--- src/sv/bmad_pkg.sv ---
package bmad_pkg;

  localparam int WORD_W    = 15;
  localparam int ER_AW     = 11;
  localparam int ER_DEPTH  = 2048;
  localparam int FX_IDX_W  = 16;
  localparam int BANK_W    = 6;
  localparam logic [14:0] REG_LAST = 15'o17;
  localparam logic [14:0] ER_LAST  = 15'o1777;
  localparam logic [14:0] FF_LAST  = 15'o3777;
  localparam logic [14:0] FF0_LAST = 15'o2777;
  localparam logic [14:0] MAP_LAST = 15'o7777;
  localparam logic [7:0]  FB_CLAMP = 8'd33;
  localparam logic [5:0]  FB_BASE  = 6'd2;

  typedef enum logic [2:0] {
    MODE_READ      = 3'd0,
    MODE_WRITE     = 3'd1,
    MODE_FETCH     = 3'd2,
    MODE_REG_READ  = 3'd3,
    MODE_REG_WRITE = 3'd4,
    MODE_ROM_LOAD  = 3'd5,
    MODE_SET_IN    = 3'd6
  } mode_t;

  typedef enum logic [2:0] {
    REGION_REG     = 3'd0,
    REGION_ERASE   = 3'd1,
    REGION_FIXFIX  = 3'd2,
    REGION_BANKFIX = 3'd3,
    REGION_INVALID = 3'd4
  } region_t;

  typedef enum logic [3:0] {
    REG_ACC  = 4'd0,
    REG_LINK = 4'd1,
    REG_AUX  = 4'd2,
    REG_EB   = 4'd3,
    REG_FB   = 4'd4,
    REG_PC   = 4'd5,
    REG_BB   = 4'd6,
    REG_NONE = 4'd7
  } reg_id_t;

  typedef enum logic [1:0] {
    SRC_NONE  = 2'd0,
    SRC_ERASE = 2'd1,
    SRC_FIXED = 2'd2
  } src_t;

  typedef struct packed {
    logic [2:0]  mode;
    logic [14:0] address;
    logic [15:0] write_value;
    logic [15:0] rom_index;
  } in_item_t;

  typedef struct packed {
    logic [14:0] read_data;
    logic [2:0]  region;
    logic [5:0]  bank_used;
    logic        out_strobe;
    logic [2:0]  out_channel;
    logic [14:0] out_value;
  } out_item_t;

  typedef struct packed {
    logic              er_we;
    logic              er_re;
    logic [ER_AW-1:0]  er_addr;
    logic              fx_we;
    logic              fx_re;
    logic [FX_IDX_W-1:0] fx_addr;
    logic [WORD_W-1:0] wdata;
  } mem_req_t;

  typedef struct packed {
    logic              reg_we;
    logic              chan_we;
    logic [3:0]        addr;
    logic [2:0]        chan_idx;
    logic [WORD_W-1:0] wdata;
  } reg_req_t;

endpackage

--- src/sv/bmad_regs.sv ---
module bmad_regs (
  input  logic                                clk,
  input  logic                                rst_n,
  input  bmad_pkg::reg_req_t                  req,
  output logic [bmad_pkg::WORD_W-1:0]         rdata,
  output logic [bmad_pkg::WORD_W-1:0]         eb,
  output logic [bmad_pkg::WORD_W-1:0]         fb
);

  logic [bmad_pkg::WORD_W-1:0] cpu_r [7];
  logic [bmad_pkg::WORD_W-1:0] in_chan_r [8];
  logic [bmad_pkg::WORD_W-1:0] out_chan_r [8];

  always_ff @(posedge clk) begin
    if (!rst_n) begin
      for (int i = 0; i < 7; i++) cpu_r[i] <= '0;
      for (int i = 0; i < 8; i++) begin
        in_chan_r[i]  <= '0;
        out_chan_r[i] <= '0;
      end
    end else begin
      if (req.reg_we) begin
        if (req.addr[3]) begin
          out_chan_r[req.addr[2:0]] <= req.wdata;
        end else if (req.addr[2:0] != 3'(bmad_pkg::REG_NONE)) begin
          cpu_r[req.addr[2:0]] <= req.wdata;
        end
      end
      if (req.chan_we) begin
        in_chan_r[req.chan_idx] <= req.wdata;
      end
    end
  end

  always_comb begin
    if (req.addr[3]) begin
      rdata = in_chan_r[req.addr[2:0]];
    end else if (req.addr[2:0] == 3'(bmad_pkg::REG_NONE)) begin
      rdata = '0;
    end else begin
      rdata = cpu_r[req.addr[2:0]];
    end
  end

  assign eb = cpu_r[3'(bmad_pkg::REG_EB)];
  assign fb = cpu_r[3'(bmad_pkg::REG_FB)];

endmodule

--- config.mk ---
export PLATFORM = sky130hd
export DESIGN_NAME = bmad_regs
export DESIGN_NICKNAME = d
export VERILOG_FILES = /design/src/sv/bmad_pkg.sv /design/src/sv/bmad_regs.sv
export SDC_FILE = /design/constraint.sdc
export NUM_CORES = 1
export LEC_CHECK = 0
export ABC_CLOCK_PERIOD_IN_PS = 5500
export BUFFER_PORTS_ARGS = -buffer_cell sky130_fd_sc_hd__buf_2
export CORE_ASPECT_RATIO = 0.7
export CORE_UTILIZATION = 30
export CTS_BUF_LIST = sky130_fd_sc_hd__clkbuf_4
export DETAILED_ROUTE_END_ITERATION = 10
export PLACE_DENSITY_LB_ADDON = 0.08
export SYNTH_ARGS = -nofsm -noshare
export SYNTH_HDL_FRONTEND = slang
export SYNTH_SLANG_ARGS = --single-unit
--- constraint.sdc ---
create_clock -name clk -period 5.5 [get_ports clk]
set_input_delay 0.55 -clock clk [delete_from_list [all_inputs] [get_ports clk]]
set_output_delay 0.55 -clock clk [all_outputs]
set_load 0.02 [all_outputs]
==> results.md <==
- The flow ran to the end, and the final reports show no timing, DRC or antenna violations.
- The floorplan has 56 rows.
- The share of power burned in combinational logic is 10.1%.
- The fraction of power spent switching nets is between 20% and 30%.
- The tool flagged a number of max-cap violations equal to 0.
- The worst pin sits at a relative slew slack of between 10% and 20%.
- The die boundary width is between 200 and 250 um.
- The first global-routing pass estimated ~47000 um of wire.
- The tightest min-delay check is of the in2reg type.
- The number of clock buffers inserted by TritonCTS is 59.
- The residual DRC count is 0.
- The post-synthesis cell count is between 700 and 800.
- The number of antenna violations at the first check in global routing came to 1.
- The number of vias after detailed routing is between 6000 and 7000.
- The maximum operating frequency is just under 0.3 GHz.
- Cells fill a little over a third of the core in the end.
- The sequential power share is 51.7%.
- Synthesis produced a netlist with a net count of around 800.
- The kind of capture point of the worst setup path is an output pin.
- Clock-pin slew was measured on the worst setup and hold paths at around 0.07 ns.
- The wire length per cell after detailed routing is 23.6 um.
- The number of clock sinks is between 200 and 250.
- Gates resized during post-CTS repair numbered 0.
- The power per unit of standard cell area is between 300 and 400 mW/mm2.
- The worst hold path begins at req[9].
- The final layout contains routed wiring with a total length of 32000 um.
- The number of hold-slack violations in the final timing report is 0.
- The hold-fix buffer count after cts is 0.
- The detailed-placement wirelength estimate is about 21000 um.
- The number of synthesized flops with an enable pin is 210.
- For this run the aggregate overflow at the end of global routing stands at 0.
- The prevailing post-synth register cell is edfxtp_1.
- The post-synthesis instance area is 0.0105 mm2.
- The top cell types in the final layout, fill and taps aside, are edfxtp_1 (210), and2_1 (136), clkbuf_4 (88), buf_2 (69), nor2_1 (66).
- The number of vias per cell is approximately 4.9.
- The CTS tree is built.
- The count of buffers added on input and output ports is 70.
- The total setup violations reported at the end of the flow is 0.
- The end point of the most critical hold path is cpu_r[6][9].
- The worst hold path was traced through 3 stages.
- The transition at the pin with the smallest max-transition slack is around 1.3 ns.
- Of the total power, the clock network draws 38.2%.
- The starting DRC count in detailed routing is around 470.
- Of the cells placed in the final design, the portion with a size suffix greater than 1 is 25.7%.
- The setup TNS is 0 ns.
- The post-CTS repair timing setup buffer count is 0.
- In this run the number of H-tree levels came out at 2.
- Data arrives at the worst endpoint at between 2 and 3 ns.
- The yosys synthesis warning count is 0.
- The height of the die is 158 um.
- The congestion estimate from routability-driven global placement came to between 0.7 and 0.8.
- Before antenna repair, the detailed router went through 5 iterations.
- The worst setup path is launched from an input pin.
- Global routing used between 10% and 20% of the available tracks.
- The flop-to-flop setup slack is between 4 and 5 ns.
- The share of the yosys chip area belonging to registers is 62.9%.
- Across the VDD grid, the largest voltage drop is roughly 0.13 mV.
- The library cell used most frequently in the layout, excluding fill and tap cells, is edfxtp_1.
- The cell-internal power is between 0.002 and 0.003 W.
- In this run the cell area measured after placement is about 0.011 mm2.
- The number of nets in the finished design is 871.
- The power spent charging and discharging nets is around 0.001 W.
- On the final layout, the worst hold slack is roughly 0.28 ns.
- Setup repair after global routing left no endpoint under its margin.
- Counting flops with an async set or reset pin after synthesis yields a share of 0%.
- The number of antenna-violating nets in the routed design is 0.
- The reported leakage power is 4.42 nW.
- The worst setup path is of the in2out kind.
- Setup slack on the critical path of the routed design comes to 2.09 ns.
- Along the worst path, the maximum fanout reaches 35.
- The layout has roughly 3300 filler cells.
- The final worst clock skew is 0 ns.
- Entering global routing, the biggest net connects 36 pins.
- At the later pin of the worst-skew pair, clock insertion delay measures about 0.7 ns.
- The via count of the first global-routing pass came to 6883.
- The endpoint identified for the worst register-to-register timing path is cpu_r[6][9].
- Once the floorplan was initialized, standard cells occupied between 30% and 40% of the core.
- The root buffer cell chosen for the clock tree is clkbuf_4.
- The reg-to-reg critical path startpoint is cpu_r[6][9].
- In this run the count of I/O pins placed on the die edge is 71.
- The worst path uses 62.1% of the clock period.
- The data required time at the worst endpoint is between 4 and 5 ns.
- The number of library cell types mapped by synthesis is 35.
- The final max-slew violation count was 0.
- The buffer depth of the longest clock path is 3.
- In this run the standard cell core region covers around 0.034 mm2.
- The average footprint of a synthesized cell is 13.8 um2.
- Synthesis inferred between 200 and 250 register bits.
- The routed design could run at a clock period as short as 3.41 ns.
- The summed area of non-filler cells in the final layout is 0.0120 mm2.
- The area of the die is 0.0358 mm2.
- The post-synthesis to final-layout area growth is 14.1%.
- The pre-CTS setup slack is roughly 1.6 ns.
- The number of cells on the worst reg-to-reg path is 2.
worst max-delay path by stage:
stage | depth (start not counted) | end | slack, ns | from
after global routing | 7 | rdata[9] | 1.91 | req[18]
after detailed placement | 4 | cpu_r[4][3] | 1.61 | req[19]
after CTS | 7 | rdata[9] | 2.00 | req[18]
final | 7 | rdata[9] | 2.09 | req[18]
after floorplan | 2 | in_chan_r[0][0] | 3.00 | req[16]
after global placement | 4 | cpu_r[4][3] | 1.72 | req[19]
power groups by stage:
stage / Combinational, W / Clock (W) / Sequential (W)
finish: 0.000392 / 0.00148 / 0.00200
global route: 0.000419 / 0.00162 / 0.00201
CTS: 0.000400 / 0.00154 / 0.00200
detailed placement: 0.000399 / 0 / 0.00204
global placement: 0.000396 / 0 / 0.00204
floorplan: 0.000235 / 0 / 0.00204
cell families after synthesis:
group                  synth area share (%)
AND/OR/NAND/NOR                        14.9
flip-flops                             62.9
buffers and inverters                  4.49
multiplexers                           12.2
AO/OA/AOI/OAI                          5.54
area by class of cell:
type	count	area (um2)	share of cell area (%)
Clock inverter	16	95.1	0.794
Antenna cell	3	7.51	0.0627
Multi-Input combinational cell	439	3420	28.5
Sequential cell	225	6610	55.1
Tap cell	464	581	4.85
Inverter	32	120	1.00
Clock buffer	88	661	5.51
Timing Repair Buffer	88	492	4.10
layer usage:
| layer | up-vias | track usage, % | share of wire, % |
|---|---|---|---|
| met2 | 194 | 29.5 | 46 |
| met4 | 0 | 5.09 | 1.6 |
| met5 | - | 0 | 0 |
| li1 | 2967 | - | - |
| met3 | 43 | 3.65 | 5.5 |
| met1 | 3431 | 25.8 | 47 |
through the flow:
step / std cells / total power (W)
floorplan: 758 / 0.00228
global placement: 1247 / 0.00244
detailed placement: 1247 / 0.00244
CTS: 1351 / 0.00394
global route: 1354 / 0.00405
finish: 1355 / 0.00388
critical path, cell delays in order:
cell and delay [ns]:
buf_4 0.45, buf_4 0.58, mux4_2 0.59, nand2b_1 0.17
a22o_1 0.20, o31a_1 0.13, buf_2 0.17
Yosys cell counts, types with 5 or more instances:
master / n / area [um2]
a21oi_1: 6 / 30.0
a221oi_1: 6 / 52.6
a221oi_2: 9 / 135
a22o_1: 9 / 78.8
and2_1: 136 / 851
buf_2: 12 / 60.1
buf_4: 8 / 60.1
buf_6: 5 / 56.3
clkbuf_1: 32 / 120
dfxtp_1: 15 / 300
edfxtp_1: 210 / 6310
inv_1: 31 / 116
mux2i_1: 60 / 601
mux4_2: 30 / 676
nand2_1: 28 / 105
nand2b_1: 13 / 81.3
nand3_1: 9 / 45.0
nor2_1: 66 / 248
nor2b_1: 17 / 106
o211ai_1: 6 / 45.0
o21ai_0: 6 / 30.0
o221ai_1: 15 / 131
o31a_1: 9 / 78.8
sequential cells by signal (all words and copies together) (netlist names):
signal,flops
in_chan_r,120
cpu_r,105
(Power assumes the default switching activity.)
